### src/rtl/iff_pkg.sv
// Types, constants and helpers shared by the integer field formatter.
package iff_pkg;

  localparam int unsigned MaxWidthDefault = 32;
  localparam int unsigned ValueW          = 32;
  localparam int unsigned FieldWidthW     = 6;
  localparam int unsigned NumDecDigits    = 10;
  localparam int unsigned NumHexDigits    = 8;
  localparam int unsigned DigitsW         = 4 * NumDecDigits;
  localparam int unsigned NdigW           = 4;

  localparam logic [1:0] KindSdec = 2'd0;
  localparam logic [1:0] KindUdec = 2'd1;
  localparam logic [1:0] KindHex  = 2'd2;
  localparam logic [1:0] KindChar = 2'd3;

  localparam logic [7:0] CharZero   = 8'h30;
  localparam logic [7:0] CharMinus  = 8'h2d;
  localparam logic [7:0] CharSpace  = 8'h20;
  localparam logic [7:0] CharALower = 8'h61;

  typedef struct packed {
    logic [1:0]             req_type;
    logic [ValueW-1:0]      value;
    logic [FieldWidthW-1:0] field_width;
    logic                   zero_pad;
  } iff_in_t;

  typedef struct packed {
    logic [7:0] char_code;
    logic       last;
  } iff_out_t;

  typedef struct packed {
    logic                   is_char;
    logic                   neg;
    logic                   zero_pad;
    logic [FieldWidthW-1:0] width;
    logic [7:0]             char_byte;
    logic [DigitsW-1:0]     digits;
    logic [NdigW-1:0]       ndig;
  } iff_load_t;

  function automatic logic [7:0] digit_char(logic [3:0] d);
    logic [7:0] c;
    if (d < 4'd10) begin
      c = CharZero + {4'b0, d};
    end else begin
      c = CharALower + {4'b0, d} - 8'd10;
    end
    return c;
  endfunction

endpackage

### src/rtl/iff_bcd_conv.sv
// Bit-serial binary to BCD converter (shift and add-3), one bit per cycle.
module iff_bcd_conv (
  input  logic                            clk_i,
  input  logic                            rst_ni,
  input  logic                            start_i,
  input  logic [iff_pkg::ValueW-1:0]      mag_i,
  output logic                            done_o,
  output logic [iff_pkg::DigitsW-1:0]     bcd_o
);

  localparam int unsigned CntW = $clog2(iff_pkg::ValueW);

  logic [iff_pkg::ValueW-1:0]  bin_q, bin_d;
  logic [iff_pkg::DigitsW-1:0] bcd_q, bcd_d, adj;
  logic [CntW-1:0]             cnt_q, cnt_d;
  logic                        busy_q, busy_d;
  logic                        done_q, done_d;

  always_comb begin
    for (int i = 0; i < iff_pkg::NumDecDigits; i++) begin
      if (bcd_q[4*i +: 4] >= 4'd5) begin
        adj[4*i +: 4] = bcd_q[4*i +: 4] + 4'd3;
      end else begin
        adj[4*i +: 4] = bcd_q[4*i +: 4];
      end
    end
  end

  always_comb begin
    bin_d  = bin_q;
    bcd_d  = bcd_q;
    cnt_d  = cnt_q;
    busy_d = busy_q;
    done_d = 1'b0;
    if (start_i) begin
      bin_d  = mag_i;
      bcd_d  = '0;
      cnt_d  = '0;
      busy_d = 1'b1;
    end else if (busy_q) begin
      bcd_d = {adj[iff_pkg::DigitsW-2:0], bin_q[iff_pkg::ValueW-1]};
      bin_d = {bin_q[iff_pkg::ValueW-2:0], 1'b0};
      cnt_d = cnt_q + 1'b1;
      if (cnt_q == CntW'(iff_pkg::ValueW - 1)) begin
        busy_d = 1'b0;
        done_d = 1'b1;
      end
    end
  end

  always_ff @(posedge clk_i or negedge rst_ni) begin
    if (!rst_ni) begin
      busy_q <= 1'b0;
      done_q <= 1'b0;
      cnt_q  <= '0;
    end else begin
      busy_q <= busy_d;
      done_q <= done_d;
      cnt_q  <= cnt_d;
    end
  end

  always_ff @(posedge clk_i) begin
    bin_q <= bin_d;
    bcd_q <= bcd_d;
  end

  assign done_o = done_q;
  assign bcd_o  = bcd_q;

endmodule

### src/rtl/iff_emitter.sv
// Leading-zero strip, padding and character-serial output of one field.
module iff_emitter (
  input  logic                clk_i,
  input  logic                rst_ni,
  input  logic                load_i,
  input  iff_pkg::iff_load_t  load_data_i,
  output logic                busy_o,
  output logic                out_valid_o,
  input  logic                out_stall_i,
  output iff_pkg::iff_out_t   out_data_o
);

  logic                                active_q, active_d;
  logic                                norm_q, norm_d;
  logic                                sign_q, sign_d;
  logic                                out_valid_q, out_valid_d;
  logic                                zpad_q, zpad_d;
  logic                                is_char_q, is_char_d;
  logic [iff_pkg::FieldWidthW-1:0]     width_q, width_d;
  logic [iff_pkg::FieldWidthW-1:0]     pad_left_q, pad_left_d;
  logic [iff_pkg::NdigW-1:0]           dig_left_q, dig_left_d;
  logic [iff_pkg::DigitsW-1:0]         digits_q, digits_d;
  logic [7:0]                          char_q, char_d;
  iff_pkg::iff_out_t                   out_data_q, out_data_d;
  logic [3:0]                          top_nib;
  logic [iff_pkg::NdigW-1:0]           total;
  logic [iff_pkg::FieldWidthW-1:0]     npad;
  logic                                out_free;
  logic                                emit;

  assign top_nib  = digits_q[iff_pkg::DigitsW-1 -: 4];
  assign total    = dig_left_q + iff_pkg::NdigW'(sign_q);
  assign npad     = (width_q > iff_pkg::FieldWidthW'(total))
                  ? width_q - iff_pkg::FieldWidthW'(total) : '0;
  assign out_free = !out_valid_q || !out_stall_i;
  assign emit     = active_q && !norm_q && out_free;

  always_comb begin
    active_d    = active_q;
    norm_d      = norm_q;
    sign_d      = sign_q;
    zpad_d      = zpad_q;
    is_char_d   = is_char_q;
    width_d     = width_q;
    pad_left_d  = pad_left_q;
    dig_left_d  = dig_left_q;
    digits_d    = digits_q;
    char_d      = char_q;
    out_data_d  = out_data_q;
    out_valid_d = out_valid_q && out_stall_i;

    if (load_i) begin
      active_d   = 1'b1;
      norm_d     = 1'b1;
      sign_d     = load_data_i.neg;
      zpad_d     = load_data_i.zero_pad;
      is_char_d  = load_data_i.is_char;
      width_d    = load_data_i.width;
      dig_left_d = load_data_i.ndig;
      digits_d   = load_data_i.digits;
      char_d     = load_data_i.char_byte;
    end else if (active_q && norm_q) begin
      if (dig_left_q > iff_pkg::NdigW'(1) && top_nib == 4'd0) begin
        digits_d   = {digits_q[iff_pkg::DigitsW-5:0], 4'd0};
        dig_left_d = dig_left_q - 1'b1;
      end else begin
        norm_d     = 1'b0;
        pad_left_d = npad;
      end
    end else if (emit) begin
      out_valid_d     = 1'b1;
      out_data_d.last = 1'b0;
      if (sign_q && zpad_q) begin
        out_data_d.char_code = iff_pkg::CharMinus;
        sign_d               = 1'b0;
      end else if (pad_left_q != '0) begin
        out_data_d.char_code = zpad_q ? iff_pkg::CharZero : iff_pkg::CharSpace;
        pad_left_d           = pad_left_q - 1'b1;
      end else if (sign_q) begin
        out_data_d.char_code = iff_pkg::CharMinus;
        sign_d               = 1'b0;
      end else begin
        out_data_d.char_code = is_char_q ? char_q : iff_pkg::digit_char(top_nib);
        digits_d             = {digits_q[iff_pkg::DigitsW-5:0], 4'd0};
        dig_left_d           = dig_left_q - 1'b1;
        if (dig_left_q == iff_pkg::NdigW'(1)) begin
          out_data_d.last = 1'b1;
          active_d        = 1'b0;
        end
      end
    end
  end

  always_ff @(posedge clk_i or negedge rst_ni) begin
    if (!rst_ni) begin
      active_q    <= 1'b0;
      norm_q      <= 1'b0;
      sign_q      <= 1'b0;
      out_valid_q <= 1'b0;
      pad_left_q  <= '0;
      dig_left_q  <= '0;
    end else begin
      active_q    <= active_d;
      norm_q      <= norm_d;
      sign_q      <= sign_d;
      out_valid_q <= out_valid_d;
      pad_left_q  <= pad_left_d;
      dig_left_q  <= dig_left_d;
    end
  end

  always_ff @(posedge clk_i) begin
    zpad_q     <= zpad_d;
    is_char_q  <= is_char_d;
    width_q    <= width_d;
    digits_q   <= digits_d;
    char_q     <= char_d;
    out_data_q <= out_data_d;
  end

  assign busy_o      = active_q;
  assign out_valid_o = out_valid_q;
  assign out_data_o  = out_data_q;

endmodule

### src/rtl/integer_field_formatter_core.sv
// Decimal items go through BCD conversion, emitter load and zero strip before the first char.
// Hex and character items load the emitter on accept, then zero strip, before the first char.
// After that one char per unstalled cycle; an item yields max(field length, width) chars.
// One item at a time: the next item is taken once the emitter and state machine are idle again.
// Decimal rate is set by the bit-serial BCD converter; output rate by the one-char output port.
// Reset (rst_ni low, asynchronous) empties the output register and returns to idle.
module integer_field_formatter_core #(
  parameter int unsigned MAX_WIDTH = iff_pkg::MaxWidthDefault
) (
  input  logic              clk_i,
  input  logic              rst_ni,
  input  logic              in_valid_i,
  output logic              in_stall_o,
  input  iff_pkg::iff_in_t  in_data_i,
  output logic              out_valid_o,
  input  logic              out_stall_i,
  output iff_pkg::iff_out_t out_data_o
);

  localparam logic [1:0] StIdle = 2'd0;
  localparam logic [1:0] StConv = 2'd1;
  localparam logic [1:0] StEmit = 2'd2;

  logic [1:0]                      state_q, state_d;
  logic                            neg_q, neg_d;
  logic                            zpad_q, zpad_d;
  logic [iff_pkg::FieldWidthW-1:0] width_q, width_d;
  logic                            in_acc;
  logic                            is_dec;
  logic                            neg_in;
  logic [iff_pkg::ValueW-1:0]      mag;
  logic [iff_pkg::FieldWidthW-1:0] width_sat;
  logic                            conv_start;
  logic                            conv_done;
  logic [iff_pkg::DigitsW-1:0]     bcd;
  logic                            load;
  iff_pkg::iff_load_t              load_data;
  logic                            emit_busy;

  assign in_acc     = in_valid_i && (state_q == StIdle);
  assign in_stall_o = (state_q != StIdle);
  assign is_dec     = in_data_i.req_type inside {iff_pkg::KindSdec, iff_pkg::KindUdec};
  assign neg_in     = (in_data_i.req_type == iff_pkg::KindSdec)
                   && in_data_i.value[iff_pkg::ValueW-1];
  assign mag        = neg_in ? (~in_data_i.value + 1'b1) : in_data_i.value;
  assign width_sat  = (32'(in_data_i.field_width) > 32'(MAX_WIDTH))
                    ? iff_pkg::FieldWidthW'(MAX_WIDTH) : in_data_i.field_width;
  assign conv_start = in_acc && is_dec;
  assign load       = (in_acc && !is_dec) || ((state_q == StConv) && conv_done);

  always_comb begin
    if (state_q == StConv) begin
      load_data.is_char   = 1'b0;
      load_data.neg       = neg_q;
      load_data.zero_pad  = zpad_q;
      load_data.width     = width_q;
      load_data.char_byte = '0;
      load_data.digits    = bcd;
      load_data.ndig      = iff_pkg::NdigW'(iff_pkg::NumDecDigits);
    end else begin
      load_data.is_char   = (in_data_i.req_type == iff_pkg::KindChar);
      load_data.neg       = 1'b0;
      load_data.zero_pad  = in_data_i.zero_pad;
      load_data.width     = width_sat;
      load_data.char_byte = in_data_i.value[7:0];
      load_data.digits    = {in_data_i.value,
                             {(iff_pkg::DigitsW - iff_pkg::ValueW){1'b0}}};
      load_data.ndig      = (in_data_i.req_type == iff_pkg::KindChar)
                          ? iff_pkg::NdigW'(1) : iff_pkg::NdigW'(iff_pkg::NumHexDigits);
    end
  end

  always_comb begin
    state_d = state_q;
    neg_d   = neg_q;
    zpad_d  = zpad_q;
    width_d = width_q;
    case (state_q)
      StIdle: begin
        if (in_acc) begin
          neg_d   = neg_in;
          zpad_d  = in_data_i.zero_pad;
          width_d = width_sat;
          state_d = is_dec ? StConv : StEmit;
        end
      end
      StConv: begin
        if (conv_done) begin
          state_d = StEmit;
        end
      end
      StEmit: begin
        if (!emit_busy) begin
          state_d = StIdle;
        end
      end
      default: begin
        state_d = StIdle;
      end
    endcase
  end

  always_ff @(posedge clk_i or negedge rst_ni) begin
    if (!rst_ni) begin
      state_q <= StIdle;
    end else begin
      state_q <= state_d;
    end
  end

  always_ff @(posedge clk_i) begin
    neg_q   <= neg_d;
    zpad_q  <= zpad_d;
    width_q <= width_d;
  end

  iff_bcd_conv u_conv (
    .clk_i   (clk_i),
    .rst_ni  (rst_ni),
    .start_i (conv_start),
    .mag_i   (mag),
    .done_o  (conv_done),
    .bcd_o   (bcd)
  );

  iff_emitter u_emit (
    .clk_i       (clk_i),
    .rst_ni      (rst_ni),
    .load_i      (load),
    .load_data_i (load_data),
    .busy_o      (emit_busy),
    .out_valid_o (out_valid_o),
    .out_stall_i (out_stall_i),
    .out_data_o  (out_data_o)
  );

endmodule

### config.mk
export PLATFORM = sky130hd
export DESIGN_NAME = integer_field_formatter_core
export DESIGN_NICKNAME = d
export VERILOG_FILES = /design/src/rtl/iff_pkg.sv /design/src/rtl/iff_bcd_conv.sv /design/src/rtl/iff_emitter.sv /design/src/rtl/integer_field_formatter_core.sv
export SDC_FILE = /design/constraint.sdc
export NUM_CORES = 1
export LEC_CHECK = 0
export BUFFER_PORTS_ARGS = -buffer_cell sky130_fd_sc_hd__buf_2
export CORE_ASPECT_RATIO = 0.5
export CORE_MARGIN = 2
export CORE_UTILIZATION = 35
export DETAILED_ROUTE_END_ITERATION = 10
export SETUP_SLACK_MARGIN = 0.02
export SYNTH_ARGS = -nofsm -noshare
export SYNTH_HDL_FRONTEND = slang
export SYNTH_SLANG_ARGS = --single-unit
### constraint.sdc
create_clock -name clk_i -period 7.9 [get_ports clk_i]
set_input_delay 0 -clock clk_i [delete_from_list [all_inputs] [get_ports clk_i]]
set_output_delay 0 -clock clk_i [all_outputs]
set_load 0.05 [all_outputs]
==> flow_summary_export.csv <==
group,metric,value,unit
timing,post-route-period-util,41.4,%
synthesis,synth_seq_cells,168,
synthesis,synth-edff-count,105,
pwr,clkPwrFrac,19.9,%
drt,ant_nets,0,
clock_network,tritoncts,"yes",
worst_setup_path,rrSetupSlack,4630,ps
pwr,combPwrFrac,38.0,%
hold_path,min_path_type,"in2reg",
pwr,power,3940,uW
timing,relSlewSlack,26.2,%
drt,wl,20700,um
pwr,switchingPower,1490,uW
synthesis,synth_top_area_share,35.2,%
synthesis,synth_warnings,0,
global_route,grt_pass1_wl,33600,um
place,port_buffers,55,
worst_setup_path,path_cells,"nor4bb_2, nor2_4, buf_4, and3_1, or2_2, inv_1, buf_4",
synthesis,syn-instance-count,894,
worst_setup_path,slowest_delay,960,ps
timing,fin_skew,12.2,ps
hold_path,holdPathStages,3,
pwr,p_int,2450,uW
hold_path,hold_start,"in_data_i[38]",
timing,fmax,0.306,GHz
global_route,grt_use_total,15.9,%
synthesis,synth_ff_type,"edfxtp_1",
worst_setup_path,cp.required,7970,ps
synthesis,synth-async-reset-ratio,13.7,%
pwr,leakage,0.00430,uW
floorplan,die_y,117,um
synthesis,synth_area_leader_cell,"edfxtp_1",
worst_setup_path,endpoint_kind,"register",
worst_setup_path,critPathSlowestCell,"nor4bb_2",
drt,vias,6645,
synthesis,synthTopCellsByArea,"edfxtp_1, dfxtp_1, dfrtp_1, mux2i_1, ha_1",
place,gp_congestion,0.829,
clock_network,clk_transition_reported_paths,70,ps
global_route,grt_max_degree,67,
drt,wl_per_cell,15.8,um
timing,fin_crit,3270,ps
worst_setup_path,cp_common_cell,"buf_4",
floorplan,start_util,35.6,%
pwr,powerDensity,381,nW/um^2
clock_network,numCtsBuffers,17,
place,hpwlAfterDp,14200,um
final_layout,nets,1032,
final_layout,area_delta_synth_final,15.3,%
run,maxCapViolCount,0,
synthesis,synth_seq_area_share,50.5,%
drt,via_per_inst,5.07,
pwr,seqPwrFrac,42.0,%
floorplan,die_area,27000,um^2
clock_network,cts-htree-levels,4,
drt,first_iter_violations,661,
worst_setup_path,critPathTopFamily,"simple AND/OR/NAND/NOR gates",
worst_setup_path,cp-start-kind,"register",
final_layout,drive_above_1_share,13.1,%
worst_setup_path,r2r-end,"u_emit.digits_q[21]",
timing,final-setup-viol-count,0,
floorplan,pin_count,56,
clock_network,cts.sinks,168,
global_route,overflow,0,
worst_setup_path,crit_type,"reg2reg",
floorplan,num_rows,41,
floorplan,core,25200,um^2
global_route,antenna_found_initial,1,
synthesis,yosysUniqueCellTypes,62,
synthesis,synth_nets,974,
clock_network,insertion_delay,440,ps
floorplan,die_width,230,um
drt,first_pass_iters,5,
drt,drc,0,
hold_path,hold_end,"u_emit.digits_q[39]",
timing,slew_viol_final,0,
timing,hold_violations,0,
worst_setup_path,critPathBufInv,3,
pwr,peakVddDrop,176,uV
timing,tns,0,ps
timing,rsz0062_at_grt,"no",
clock_network,cts-root-buf,"clkbuf_16",
synthesis,synth.cell_area,8970,um^2
outcome,status,"finished clean",
global_route,grt_pass1_vias,6436,
clock_network,cts_buffer_depth,2,
synthesis,syn_avg_cell_area,10.0,um^2
worst_setup_path,r2r-start,"state_q[1]",
pwr,p_sw_share,37.8,%
timing,worstMarginPinSlew,1090,ps
worst_setup_path,crit_path_max_fanout,66,
worst_setup_path,crit_arrival,3340,ps
worst_setup_path,ff2ff_path_depth,7,
per-layer routing:
layer  up-vias  wire, um  GRT usage [%]  part of all wire (%)
met5         -         0              0                     0
met4         0       219           4.43                   1.1
li1       3311         -              -                     -
met3        17       851           3.63                   4.1
met1      3216      9740           20.3                    47
met2       101      9910           27.5                    48
worst max path at each step:
stage                     depth (start not counted)  slack [ps]             endpoint                 start
final                                             7        4630  u_emit.digits_q[21]            state_q[1]
after global routing                              7        4430  u_emit.digits_q[21]            state_q[1]
after CTS                                         7        4660  u_emit.digits_q[28]            state_q[1]
after detailed placement                          7        4670  u_emit.digits_q[24]            state_q[1]
after global placement                            7        4800  u_emit.digits_q[25]            state_q[1]
after floorplan                                   7        4830   u_emit.digits_q[0]  u_emit.pad_left_q[0]
logic make-up (layout without fill, tap and decap cells):
| kind of cell | count (synthesis) | after routing | synth area share [%] |
|---|---|---|---|
| muxes | 60 | 60 | 6.86 |
| buffers and inverters | 88 | 159 | 3.80 |
| and+or+nand+nor | 287 | 287 | 15.5 |
| DFF | 168 | 168 | 50.5 |
| other | 0 | 2 | 0 |
| adders and majority gates | 35 | 35 | 4.97 |
| xor gates and xnor gates | 50 | 50 | 4.88 |
| AOI/OAI and AO/OA | 206 | 206 | 13.5 |
power groups by stage:
stage | Combinational [uW] | Sequential, uW | Clock (uW)
2_1_floorplan | 1120 | 1660 | 0
3_3_place_gp | 1440 | 1660 | 0
3_5_place_dp | 1490 | 1670 | 0
4_1_cts | 1510 | 1660 | 801
5_1_grt | 1710 | 1710 | 838
6_report | 1500 | 1660 | 787
worst min-delay path, cell delays in order:
cell,delay (ps)
buf_2,110
mux2i_1,70
o21ai_0,150
state kept, by name, indices dropped and copies added, names as in the netlist:
name                flops
u_emit.out_data_o       9
u_emit.out_valid_o      1
u_emit.pad_left_q       6
zpad_q                  1
u_emit.busy_o           1
u_emit.dig_left_q       4
neg_q                   1
u_emit.zpad_q           1
u_conv.bcd_o           40
u_emit.norm_q           1
u_emit.sign_q           1
u_emit.digits_q        40
u_conv.done_o           1
u_emit.is_char_q        1
u_conv.busy_q           1
u_conv.cnt_q            5
u_conv.bin_q           32
u_emit.char_q           8
width_q                 6
u_emit.width_q          6
state_q                 2
metrics by stage:
stage          instance area [um^2]  hold WS, ps  instances  setup WS [ps]  utilization [%]
2_1_floorplan                  8970         -296        894           4830                -
3_3_place_gp                   9580         27.6       1256           4800             38.0
3_5_place_dp                   9580         37.7       1256           4670             38.0
4_1_cts                       10300         3.51       1309           4660             41.0
5_1_grt                       10300         29.4       1309           4430             41.0
6_report                      10300         14.9       1311           4630             41.1
cells in the final DEF, fill, tap and decap left out, types with 4 or more instances in the layout:
master | synthesis | final
a22o_1 | 4 | 4
clkinvlp_4 | 0 | 4
nand2_1 | 103 | 103
o21ai_0 | 83 | 83
xnor2_1 | 40 | 40
dfxtp_1 | 40 | 40
o211ai_1 | 5 | 5
dlygate4sd3_1 | 0 | 21
nor3_1 | 18 | 17
nand2b_1 | 15 | 14
and3_1 | 5 | 5
inv_1 | 42 | 42
nor4_1 | 5 | 5
o31ai_1 | 6 | 6
xor2_1 | 10 | 10
buf_2 | 2 | 55
or4_1 | 5 | 5
a211oi_1 | 9 | 9
edfxtp_1 | 105 | 105
and2_1 | 14 | 14
nand3_1 | 17 | 17
nor3b_1 | 5 | 5
clkbuf_16 | 0 | 17
dfrtp_1 | 23 | 22
a21oi_1 | 52 | 52
nor2b_1 | 9 | 9
mux2_2 | 12 | 12
or2_2 | 4 | 4
a31oi_1 | 13 | 13
a22oi_1 | 8 | 8
nor2_1 | 69 | 68
buf_4 | 0 | 8
a41oi_1 | 4 | 4
ha_1 | 34 | 34
mux2i_1 | 48 | 48
Yosys cell counts, types with 3 or more instances:
| cell type | number |
|---|---|
| nand2_1 | 103 |
| and3_1 | 5 |
| edfxtp_1 | 105 |
| a22oi_1 | 8 |
| a31oi_1 | 13 |
| nor4_1 | 5 |
| buf_1 | 5 |
| xnor2_1 | 40 |
| nand2b_1 | 15 |
| a21oi_1 | 52 |
| nor3b_1 | 5 |
| or4_1 | 5 |
| ha_1 | 34 |
| o21ai_0 | 83 |
| or2_2 | 4 |
| nor2b_1 | 9 |
| a21o_1 | 3 |
| o31ai_1 | 6 |
| or3_1 | 3 |
| nor3_1 | 18 |
| a211oi_1 | 9 |
| and2_1 | 14 |
| dfxtp_1 | 40 |
| nor2_1 | 69 |
| o22ai_1 | 3 |
| o21a_1 | 3 |
| o211ai_1 | 5 |
| xor2_1 | 10 |
| nand3_1 | 17 |
| mux2i_1 | 48 |
| mux2_2 | 12 |
| inv_1 | 42 |
| a41oi_1 | 4 |
| clkbuf_1 | 37 |
| a22o_1 | 4 |
| dfrtp_1 | 23 |
final cells by class:
type                    instances  area, um^2
clock buffers                  19         453
fillers                      2417       14800
well taps                     344         430
flip-flops and latches        168        4530
multi-input cells             638        4120
inverters                      43         161
clock inverters                13        97.6
repair buffers                 84         546
diodes                          2        5.00
what timing repair did:
action,in CTS,in global routing
buffers inserted,0,0
resized for setup,0,0
endpoints found under the hold margin,51,0
hold buffers,21,0
(Power assumes the default switching activity.)
